`src/sv/bpfm_pkg.sv`:
```
// Package: shared types and constants for the buffer pool frame manager.
`default_nettype none
package bpfm_pkg;
  localparam int PoolFrames = 16;
  localparam int FrameW = $clog2(PoolFrames);
  localparam int CountW = $clog2(PoolFrames + 1);
  localparam int PinMax = 255;
  localparam int PinW = 8;
  localparam int PageW = 31;

  typedef logic [2:0] cmd_t;
  localparam cmd_t CMD_FETCH = 3'd0;
  localparam cmd_t CMD_UNPIN = 3'd1;
  localparam cmd_t CMD_FLUSH = 3'd2;
  localparam cmd_t CMD_NEW = 3'd3;
  localparam cmd_t CMD_DELETE = 3'd4;
  localparam cmd_t CMD_FLUSH_ALL = 3'd5;

  typedef logic [1:0] kind_t;
  localparam kind_t KIND_REPLY = 2'd0;
  localparam kind_t KIND_WRITE = 2'd1;
  localparam kind_t KIND_READ = 2'd2;
  localparam kind_t KIND_DEALLOC = 2'd3;

  // operations the controller asks of the datapath
  typedef enum logic [3:0] {
    OP_NONE,
    OP_LOAD,       // capture transaction, lookup
    OP_PIN,        // fetch hit: pin+1, leave LRU
    OP_VICTIM,     // take victim frame
    OP_CLAIM,      // set tag, pin 1, clean, leave LRU
    OP_UNPIN,
    OP_CLEAN,      // clear dirty of hit frame
    OP_DELETE,
    OP_SCAN_CLEAN, // clear dirty of scan frame, advance scan
    OP_SCAN_SKIP,
    OP_LRU_STEP    // one compaction step of LRU list
  } op_t;

  typedef struct packed {
    op_t op;
  } dp_cmd_t;

  typedef struct packed {
    cmd_t cmd;
    logic hit;
    logic pin_zero;
    logic pin_max;
    logic got;
    logic victim_dirty;
    logic scan_valid;
    logic scan_done;
    logic lru_busy;
  } dp_stat_t;
endpackage
`default_nettype wire

```
`src/sv/bpfm_datapath.sv`:
```
// Datapath: frame tables, free FIFO, LRU list and lookup.
`default_nettype none
module bpfm_datapath (
  input  wire logic clk,
  input  wire logic rst_n,
  input  wire bpfm_pkg::dp_cmd_t ctl,
  input  wire bpfm_pkg::cmd_t in_cmd,
  input  wire logic [bpfm_pkg::PageW-1:0] in_page_id,
  input  wire logic in_mark_dirty,
  input  wire logic [bpfm_pkg::PageW-1:0] in_alloc_page_id,
  output bpfm_pkg::dp_stat_t stat,
  output logic [bpfm_pkg::PageW-1:0] page_r,
  output logic [bpfm_pkg::PageW-1:0] alloc_r,
  output logic [bpfm_pkg::FrameW-1:0] frame_r,
  output logic [bpfm_pkg::PageW-1:0] victim_tag,
  output logic [bpfm_pkg::FrameW-1:0] scan_r,
  output logic [bpfm_pkg::PageW-1:0] scan_tag
);
  import bpfm_pkg::*;

  logic [PageW-1:0] tag_r [PoolFrames];
  logic [PoolFrames-1:0] valid_r, dirty_r;
  logic [PinW-1:0] pin_r [PoolFrames];
  logic [FrameW-1:0] free_r [PoolFrames];
  logic [CountW-1:0] free_cnt_r;
  logic [FrameW-1:0] lru_r [PoolFrames];
  logic [CountW-1:0] lru_cnt_r;
  cmd_t cmd_r;
  logic md_r, hit_r, got_r;
  // LRU removal walk
  logic lru_busy_r;
  logic [CountW-1:0] rd_r, wr_r;
  logic [FrameW-1:0] rm_r;
  logic [CountW-1:0] scan_cnt_r;

  logic lhit;
  logic [FrameW-1:0] lfr;
  logic [PageW-1:0] key;
  logic in_lru;

  assign key = (ctl.op == OP_LOAD) ? in_page_id : page_r;

  always_comb begin
    lhit = 1'b0;
    lfr = '0;
    for (int i = PoolFrames - 1; i >= 0; i--) begin
      if (valid_r[i] && tag_r[i] == key) begin
        lhit = 1'b1;
        lfr = FrameW'(i);
      end
    end
  end

  always_comb begin
    in_lru = 1'b0;
    for (int i = 0; i < PoolFrames; i++) begin
      if (CountW'(i) < lru_cnt_r && lru_r[i] == frame_r) in_lru = 1'b1;
    end
  end

  assign victim_tag = tag_r[frame_r];
  assign scan_tag = tag_r[scan_r];

  always_comb begin
    stat.cmd = cmd_r;
    stat.hit = hit_r;
    stat.pin_zero = (pin_r[frame_r] == '0);
    stat.pin_max = (32'(pin_r[frame_r]) >= PinMax);
    stat.got = got_r;
    stat.victim_dirty = valid_r[frame_r] && dirty_r[frame_r];
    stat.scan_valid = valid_r[scan_r];
    stat.scan_done = (scan_cnt_r == CountW'(PoolFrames - 1));
    stat.lru_busy = lru_busy_r;
  end

  always_ff @(posedge clk) begin
    if (!rst_n) begin
      valid_r <= '0;
      dirty_r <= '0;
      for (int i = 0; i < PoolFrames; i++) begin
        pin_r[i] <= '0;
        free_r[i] <= FrameW'(i);
      end
      free_cnt_r <= CountW'(PoolFrames);
      lru_cnt_r <= '0;
      lru_busy_r <= 1'b0;
      hit_r <= 1'b0;
      got_r <= 1'b0;
      cmd_r <= CMD_FETCH;
      scan_r <= '0;
      scan_cnt_r <= '0;
    end else begin
      case (ctl.op)
        OP_LOAD: begin
          cmd_r <= in_cmd;
          page_r <= in_page_id;
          alloc_r <= in_alloc_page_id;
          md_r <= in_mark_dirty;
          hit_r <= lhit;
          frame_r <= lhit ? lfr : '0;
          scan_r <= '0;
          scan_cnt_r <= '0;
        end
        OP_PIN: begin
          pin_r[frame_r] <= pin_r[frame_r] + 1'b1;
          lru_busy_r <= 1'b1;
          rm_r <= frame_r;
          rd_r <= '0;
          wr_r <= '0;
        end
        OP_VICTIM: begin
          got_r <= 1'b0;
          if (free_cnt_r != '0) begin
            got_r <= 1'b1;
            frame_r <= free_r[0];
            for (int i = 0; i < PoolFrames - 1; i++) free_r[i] <= free_r[i + 1];
            free_cnt_r <= free_cnt_r - 1'b1;
          end else if (lru_cnt_r != '0) begin
            got_r <= 1'b1;
            frame_r <= lru_r[0];
            for (int i = 0; i < PoolFrames - 1; i++) lru_r[i] <= lru_r[i + 1];
            lru_cnt_r <= lru_cnt_r - 1'b1;
          end
        end
        OP_CLAIM: begin
          tag_r[frame_r] <= (cmd_r == CMD_NEW) ? alloc_r : page_r;
          valid_r[frame_r] <= 1'b1;
          pin_r[frame_r] <= PinW'(1);
          dirty_r[frame_r] <= 1'b0;
          lru_busy_r <= 1'b1;
          rm_r <= frame_r;
          rd_r <= '0;
          wr_r <= '0;
        end
        OP_UNPIN: begin
          pin_r[frame_r] <= pin_r[frame_r] - 1'b1;
          dirty_r[frame_r] <= dirty_r[frame_r] | md_r;
          if (pin_r[frame_r] == PinW'(1) && !in_lru &&
              lru_cnt_r < CountW'(PoolFrames)) begin
            lru_r[lru_cnt_r[FrameW-1:0]] <= frame_r;
            lru_cnt_r <= lru_cnt_r + 1'b1;
          end
        end
        OP_CLEAN: dirty_r[frame_r] <= 1'b0;
        OP_DELETE: begin
          valid_r[frame_r] <= 1'b0;
          dirty_r[frame_r] <= 1'b0;
          pin_r[frame_r] <= '0;
          if (free_cnt_r < CountW'(PoolFrames)) begin
            free_r[free_cnt_r[FrameW-1:0]] <= frame_r;
            free_cnt_r <= free_cnt_r + 1'b1;
          end
          lru_busy_r <= 1'b1;
          rm_r <= frame_r;
          rd_r <= '0;
          wr_r <= '0;
        end
        OP_SCAN_CLEAN, OP_SCAN_SKIP: begin
          if (ctl.op == OP_SCAN_CLEAN) dirty_r[scan_r] <= 1'b0;
          scan_r <= scan_r + 1'b1;
          scan_cnt_r <= scan_cnt_r + 1'b1;
        end
        OP_LRU_STEP: begin
          if (rd_r >= lru_cnt_r) begin
            lru_cnt_r <= wr_r;
            lru_busy_r <= 1'b0;
          end else begin
            if (lru_r[rd_r[FrameW-1:0]] != rm_r) begin
              lru_r[wr_r[FrameW-1:0]] <= lru_r[rd_r[FrameW-1:0]];
              wr_r <= wr_r + 1'b1;
            end
            rd_r <= rd_r + 1'b1;
          end
        end
        default: ;
      endcase
    end
  end
endmodule
`default_nettype wire

```
`src/sv/bpfm_ctrl.sv`:
```
// Controller: command sequencing and result transaction generation.
`default_nettype none
module bpfm_ctrl (
  input  wire logic clk,
  input  wire logic rst_n,
  input  wire logic in_valid,
  output logic in_stall,
  output logic out_valid,
  input  wire logic out_stall,
  output logic [1:0] out_out_kind,
  output logic [bpfm_pkg::PageW-1:0] out_page_out,
  output logic [bpfm_pkg::FrameW-1:0] out_frame_out,
  output logic out_ok,
  output logic out_last,
  output bpfm_pkg::dp_cmd_t ctl,
  input  wire bpfm_pkg::dp_stat_t stat,
  input  wire logic [bpfm_pkg::PageW-1:0] page_r,
  input  wire logic [bpfm_pkg::PageW-1:0] alloc_r,
  input  wire logic [bpfm_pkg::FrameW-1:0] frame_r,
  input  wire logic [bpfm_pkg::PageW-1:0] victim_tag,
  input  wire logic [bpfm_pkg::FrameW-1:0] scan_r,
  input  wire logic [bpfm_pkg::PageW-1:0] scan_tag
);
  import bpfm_pkg::*;

  typedef enum logic [2:0] {S_IDLE, S_DECODE, S_CLAIM, S_READ, S_SCAN, S_REPLY, S_LRU}
    state_t;
  state_t state_r, state_nxt;
  logic ov_nxt, free;
  kind_t k_nxt;
  logic [PageW-1:0] p_nxt;
  logic [FrameW-1:0] f_nxt;
  logic ok_nxt, last_nxt;
  // pending reply after emitting a request
  logic rok_r, rok_nxt;
  logic [PageW-1:0] rp_r, rp_nxt;
  logic [FrameW-1:0] rf_r, rf_nxt;

  assign free = !out_valid || !out_stall;
  assign in_stall = (state_r != S_IDLE);

  always_comb begin
    state_nxt = state_r;
    ctl.op = OP_NONE;
    ov_nxt = out_valid && out_stall;
    k_nxt = kind_t'(out_out_kind);
    p_nxt = out_page_out;
    f_nxt = out_frame_out;
    ok_nxt = out_ok;
    last_nxt = out_last;
    rok_nxt = rok_r;
    rp_nxt = rp_r;
    rf_nxt = rf_r;
    case (state_r)
      S_IDLE: if (in_valid) begin
        ctl.op = OP_LOAD;
        state_nxt = S_DECODE;
      end
      S_DECODE: if (free) begin
        state_nxt = S_REPLY;
        rp_nxt = page_r;
        rf_nxt = stat.hit ? frame_r : '0;
        rok_nxt = 1'b0;
        case (stat.cmd)
          CMD_FETCH: if (stat.hit) begin
            if (!stat.pin_max) begin
              ctl.op = OP_PIN;
              rok_nxt = 1'b1;
            end
          end else begin
            ctl.op = OP_VICTIM;
            state_nxt = S_CLAIM;
          end
          CMD_UNPIN: if (stat.hit && !stat.pin_zero) begin
            ctl.op = OP_UNPIN;
            rok_nxt = 1'b1;
          end else rf_nxt = '0;
          CMD_FLUSH: if (stat.hit) begin
            ctl.op = OP_CLEAN;
            rok_nxt = 1'b1;
            ov_nxt = 1'b1;
            {k_nxt, p_nxt, f_nxt, ok_nxt, last_nxt} = {KIND_WRITE, page_r, frame_r, 2'b00};
          end
          CMD_NEW: begin
            ctl.op = OP_VICTIM;
            state_nxt = S_CLAIM;
          end
          CMD_DELETE: begin
            ov_nxt = 1'b1;
            {k_nxt, p_nxt, f_nxt, ok_nxt, last_nxt} =
              {KIND_DEALLOC, page_r, FrameW'(0), 2'b00};
            rok_nxt = !stat.hit || stat.pin_zero;
            if (stat.hit && stat.pin_zero) ctl.op = OP_DELETE;
          end
          CMD_FLUSH_ALL: begin
            state_nxt = S_SCAN;
            rp_nxt = '0;
            rf_nxt = '0;
            rok_nxt = 1'b1;
          end
          default: begin
            rp_nxt = '0;
            rf_nxt = '0;
          end
        endcase
      end
      S_CLAIM: begin
        if (!stat.got) begin
          rp_nxt = (stat.cmd == CMD_NEW) ? '0 : page_r;
          rf_nxt = '0;
          rok_nxt = 1'b0;
          state_nxt = S_REPLY;
        end else if (free) begin
          ctl.op = OP_CLAIM;
          rok_nxt = 1'b1;
          rf_nxt = frame_r;
          rp_nxt = (stat.cmd == CMD_NEW) ? alloc_r : page_r;
          state_nxt = (stat.cmd == CMD_NEW) ? S_REPLY : S_READ;
          if (stat.victim_dirty) begin
            ov_nxt = 1'b1;
            {k_nxt, p_nxt, f_nxt, ok_nxt, last_nxt} = {KIND_WRITE, victim_tag, frame_r, 2'b00};
          end
        end
      end
      S_READ: if (free) begin
        ov_nxt = 1'b1;
        {k_nxt, p_nxt, f_nxt, ok_nxt, last_nxt} = {KIND_READ, page_r, frame_r, 2'b00};
        state_nxt = S_REPLY;
      end
      S_SCAN: if (free) begin
        if (stat.scan_valid) begin
          ctl.op = OP_SCAN_CLEAN;
          ov_nxt = 1'b1;
          {k_nxt, p_nxt, f_nxt, ok_nxt, last_nxt} = {KIND_WRITE, scan_tag, scan_r, 2'b00};
        end else ctl.op = OP_SCAN_SKIP;
        if (stat.scan_done) state_nxt = S_REPLY;
      end
      S_REPLY: if (free) begin
        ov_nxt = 1'b1;
        {k_nxt, p_nxt, f_nxt, ok_nxt, last_nxt} = {KIND_REPLY, rp_r, rf_r, rok_r, 1'b1};
        state_nxt = stat.lru_busy ? S_LRU : S_IDLE;
      end
      S_LRU: begin
        ctl.op = OP_LRU_STEP;
        if (!stat.lru_busy) begin
          ctl.op = OP_NONE;
          state_nxt = S_IDLE;
        end
      end
      default: state_nxt = S_IDLE;
    endcase
  end

  always_ff @(posedge clk) begin
    if (!rst_n) begin
      state_r <= S_IDLE;
      out_valid <= 1'b0;
    end else begin
      state_r <= state_nxt;
      out_valid <= ov_nxt;
    end
    out_out_kind <= k_nxt;
    out_page_out <= p_nxt;
    out_frame_out <= f_nxt;
    out_ok <= ok_nxt;
    out_last <= last_nxt;
    rok_r <= rok_nxt;
    rp_r <= rp_nxt;
    rf_r <= rf_nxt;
  end
endmodule
`default_nettype wire

```
`src/sv/buffer_pool_frame_manager.sv`:
```
// Top level: buffer pool frame manager with LRU replacement.
// One command at a time: the next command is accepted only once its results are
// issued; flush all walks every frame. A command that takes a frame off the LRU
// list then walks the list after the reply. Output stalls hold the sequence back.
// Synchronous active-low reset: all frames free in order, LRU empty, no pages.
`default_nettype none
module buffer_pool_frame_manager (
  input  wire logic clk,
  input  wire logic rst_n,
  input  wire logic in_valid,
  output logic in_stall,
  input  wire logic [2:0] in_cmd,
  input  wire logic [30:0] in_page_id,
  input  wire logic in_mark_dirty,
  input  wire logic [30:0] in_alloc_page_id,
  output logic out_valid,
  input  wire logic out_stall,
  output logic [1:0] out_out_kind,
  output logic [30:0] out_page_out,
  output logic [3:0] out_frame_out,
  output logic out_ok,
  output logic out_last
);
  import bpfm_pkg::*;

  dp_cmd_t ctl;
  dp_stat_t stat;
  logic [PageW-1:0] page_r, alloc_r, victim_tag, scan_tag;
  logic [FrameW-1:0] frame_r, scan_r;

  bpfm_datapath u_dp (
    .clk, .rst_n, .ctl, .in_cmd(cmd_t'(in_cmd)), .in_page_id, .in_mark_dirty,
    .in_alloc_page_id, .stat, .page_r, .alloc_r, .frame_r, .victim_tag, .scan_r, .scan_tag
  );

  bpfm_ctrl u_ctrl (
    .clk, .rst_n, .in_valid, .in_stall, .out_valid, .out_stall, .out_out_kind,
    .out_page_out, .out_frame_out, .out_ok, .out_last, .ctl, .stat, .page_r, .alloc_r,
    .frame_r, .victim_tag, .scan_r, .scan_tag
  );
endmodule
`default_nettype wire

```
`config.mk`:
```
export PLATFORM = sky130hd
export DESIGN_NAME = buffer_pool_frame_manager
export DESIGN_NICKNAME = d
export VERILOG_FILES = /design/src/sv/bpfm_pkg.sv /design/src/sv/bpfm_datapath.sv /design/src/sv/bpfm_ctrl.sv /design/src/sv/buffer_pool_frame_manager.sv
export SDC_FILE = /design/constraint.sdc
export NUM_CORES = 2
export LEC_CHECK = 0
export BUFFER_PORTS_ARGS = -buffer_cell sky130_fd_sc_hd__buf_4
export CAP_MARGIN = 0
export CORE_MARGIN = 3
export CORE_UTILIZATION = 40
export DETAILED_ROUTE_END_ITERATION = 8
export PLACE_DENSITY_LB_ADDON = 0.3
export SKIP_CTS_REPAIR_TIMING = 1
export SLEW_MARGIN = 10
export SYNTH_ARGS = -nofsm -noshare
export SYNTH_HDL_FRONTEND = slang
export SYNTH_SLANG_ARGS = --single-unit
```
`constraint.sdc`:
```
create_clock -name clk -period 7.7 [get_ports clk]
set_input_delay 1.925 -clock clk [delete_from_list [all_inputs] [get_ports clk]]
set_output_delay 1.925 -clock clk [all_outputs]
set_load 0.1 [all_outputs]
```
==> metrics.md <==
| Metric | Value |
|---|---|
| Die X | `between 300 and 400 um` |
| Switching share of power | `42.4%` |
| Fin. max-slew vios | `0` |
| Leak | `21.2 nW` |
| Proportion of layout cells with a drive suffix above 1 | `between 20% and 30%` |
| Crit Path Class | `reg2reg` |
| Yosys warns | `0` |
| CTS tree | `done` |
| Netlist cell types | `95` |
| Asr flop ratio synth | `0%` |
| CP max stage cell | `or3_2` |
| Num rows | `138` |
| P_sw | `slightly below 0.009 W` |
| Fillers | `12,700` |
| Main combinational cell family by area after synthesis | `multiplexers` |
| Core Area | `between 100,000 and 150,000 sq um` |
| Cell area after layout | `65,000 sq um` |
| Peak supply drop | `between 0.3 and 0.4 mV` |
| Setup TNS Final | `0 ns` |
| Slew @ Worst Pin | `approximately 1.5 ns` |
| DRT Pass-1 Iters | `6` |
| Number of synthesized flops with an enable pin | `about 900` |
| Synthesized area per cell | `12.5 sq um` |
| Final nets | `roughly 4,800` |
| Synth area leaders | `edfxtp_1 47%, mux4_2 15%, xnor2_1 4.7%` |
| Skew-Pair Late Insertion Delay | `0.79 ns` |
| Status | `finished, final reports clean` |
| Final setup fails | `0` |
| DP Area | `~61,000 sq um` |
| Crit path largest cell delay | `between 0.9 and 1 ns` |
| Die Height | `~390 um` |
| CP Launch Type | `flop` |
| Initial antenna violation count | `49` |
| Routed wire per std cell | `approximately 52 um` |
| Simple-gate portion of the synthesized area | `9.69%` |
| Clk sinks | `between 900 and 1,000` |
| Final Hold Viols | `0` |
| Slack of the critical path | `1.17 ns` |
| Initial Util | `between 40% and 50%` |
| Critical-path cell list | `mux4_2 > mux4_2 > inv_1 > ha_1 > inv_1 > o41a_1 > o311ai_1 > o2bb2ai_1 > a211oi_2 > nand2_1 > or3_2 > nor3_1 > a21oi_1` |
| Top_reg_cell synth | `edfxtp_1` |
| Synth area leader | `edfxtp_1` |
| Max cap viols | `0` |
| Total CTS buffers | `approximately 110` |
| Tcrit/Tclk final | `between 80% and 90%` |
| RSZ-0062 raised after global routing | `no` |
| P&R area growth vs syn | `13.0%` |
| Fmax | `153 MHz` |
| DRT Wirelength | `~350,000 um` |
| Total Routing Usage GR | `between 40 and 50%` |
| PortBufs | `between 100 and 150` |
| Clock power share | `around a quarter` |
| Mux cell area share after synthesis | `a little under a fifth` |
| Final Hold Slack | `0.450 ns` |
| Cell Area, Synth | `approximately 57,000 sq um` |
| Worst r2r path cells | `13` |
| Comb power frac | `41.2%` |
| Post-route DRC | `0` |
| DP Worst Slack | `just under 1 ns` |
| Grt total ovfl | `0` |
| Power share of the sequential group | `between 30% and 40%` |
| Clock transition at path regs | `about 0.06 ns` |
| CP endpoint kind | `flop` |
| First-pass GRT wire length | `roughly 450,000 um` |
| DIE AREA | `148,000 sq um` |
| Final worst path period need | `6.53 ns` |
| Relative slew margins | `~1.7%` |
| XOR/XNOR Fraction of Synth Area | `between 7 and 8%` |
| Post-detail-place hpwl | `between 200,000 and 300,000 um` |
| Synth Area in Compound Gates | `under 10%` |
| Flop2flop setup slack | `around 1.2 ns` |
| IO Pins | `between 100 and 150` |
| Post-synth top area share | `a little under half` |
| Min-Delay Path Depth | `1` |
| Vias per inst | `a little over 7` |
| Gpl congestion | `about 1.1` |
| Synthesis-stage register bit count | `approximately 980` |
| Clock Skews | `roughly 0.062 ns` |
| Critical path arrival | `7.01 ns` |
| Largest net degree at the start of global routing | `57` |
| Adder-cell share of the synthesized area | `0.596%` |
| Max Fanout on Critical Path | `38` |
| Vias in the first global route | `approximately 44,000` |
| Post-Synthesis Net Count | `between 4,000 and 5,000` |
| Worst path required time | `between 8 and 9 ns` |
| Internal | `approximately 0.012 W` |
| H-tree depth | `3` |
| Detail Route Antenna Nets | `0` |
| Routed via count | `between 40,000 and 50,000` |
| Synthesized instance count | `around 4,600` |
| Register area share after synthesis | `approximately 50%` |
| Clock Root Buffer | `clkbuf_16` |
| Hold Path Class | `reg2reg` |
| Power Density | `325 nW/um^2` |
| Clock Path Buffers | `3` |
| Initial drt markers | `roughly 8,500` |
cells in the final DEF, fill, tap and decap left out, drive strengths merged, types with 93 or more instances in the layout:
master / netlist / layout
nand2: 269 / 269
nor2: 388 / 388
mux4: 377 / 377
edfxtp: 908 / 908
xor2: 211 / 211
o21ai: 169 / 169
xnor2: 309 / 309
inv: 192 / 197
a21oi: 152 / 152
nor4: 93 / 93
mux2: 108 / 108
buf: 103 / 332
clkbuf: 229 / 127
cells in the mapped netlist, drive strengths merged (25+ instances only):
cell / n
nor4: 93
nand2: 269
o2111ai: 28
a211oi: 38
xor2: 211
a2111oi: 26
o22ai: 87
a31oi: 46
inv: 192
nand3: 86
a22o: 45
nor2: 388
o2bb2ai: 25
mux2: 108
o221ai: 32
o21ai: 169
nand4: 63
a21oi: 152
mux4: 377
a221oi: 27
xnor2: 309
nor3: 55
mux2i: 78
nand2b: 70
clkbuf: 229
edfxtp: 908
buf: 103
nor2b: 37
ha: 25
dfxtp: 73
area by class of cell:
type                            count  area [sq um]  share of cell area [%]
Timing Repair Buffer              332          2590                    3.99
Tap cell                         1890          2360                    3.64
Multi-Input combinational cell   3095         26900                    41.5
Clock buffer                      127          2750                    4.24
Antenna cell                       22          55.1                  0.0848
Inverter                          196           736                    1.13
Clock inverter                     68           752                    1.16
Sequential cell                   981         28800                    44.3
critical path, delay by kind of cell (launching register included):
kind,cells,cell delay [ns]
AND/OR/NAND/NOR,3,1.94
adder cells (fa/ha/maj),1,0.35
AO/OA/AOI/OAI,5,1.73
buffers and inverters,2,0.21
flip-flops,1,0.79
multiplexers,2,1.16
power by group through the flow:
stage | combinational, W | sequential [W] | clock [W]
2_1_floorplan | 0.00458 | 0.00757 | 0
3_3_place_gp | 0.00839 | 0.00725 | 0
3_5_place_dp | 0.00840 | 0.00726 | 0
4_1_cts | 0.00843 | 0.00715 | 0.00525
5_1_grt | 0.00883 | 0.00721 | 0.00545
6_report | 0.00871 | 0.00717 | 0.00525
registers in the layout (all words and copies together) (netlist names), 5 cells and up, named ones only:
signal / cells
u_ctrl.out_page_out: 31
u_ctrl.rp_r: 31
u_dp.alloc_r: 31
u_dp.dirty_r: 16
u_dp.free_cnt_r: 5
u_dp.free_r: 64
u_dp.lru_cnt_r: 5
u_dp.lru_r: 64
u_dp.page_r: 31
u_dp.pin_r: 128
u_dp.rd_r: 5
u_dp.scan_cnt_r: 5
u_dp.tag_r: 496
u_dp.wr_r: 5
final timing paths:
kind,from,to
setup / recovery,flop,u_dp.free_r[9][3]
hold / removal,u_dp.scan_cnt_r[3],u_dp.scan_cnt_r[3]
setup reg to reg,flop,u_dp.free_r[9][3]
hold reg to reg,u_dp.scan_cnt_r[3],u_dp.scan_cnt_r[3]
per-layer routing:
metal	routed length, um	vias up	GRT usage (%)
li1	-	18100	-
met1	136000	24800	62.4
met2	141000	4330	63.8
met3	45600	921	16.9
met4	26700	22	28.7
met5	375	-	0
per-stage QoR:
step	instances	total power (W)	util, %
after global routing	6689	0.0215	45.7
after global placement	6492	0.0156	43.2
after CTS	6688	0.0208	45.7
after floorplan	4604	0.0122	-
final	6711	0.0211	45.7
after detailed placement	6493	0.0157	43.2
cell families (layout without fill, tap and decap cells):
logic type / after synthesis / in the layout
AND/OR/NAND/NOR: 1153 / 1153
flip-flops: 981 / 981
AO/OA/AOI/OAI: 832 / 832
multiplexers: 563 / 563
buffers and inverters: 528 / 723
XOR/XNOR: 520 / 520
adder cells (fa/ha/maj): 27 / 27
other: 0 / 22
Power figures use the tool's default switching activity.
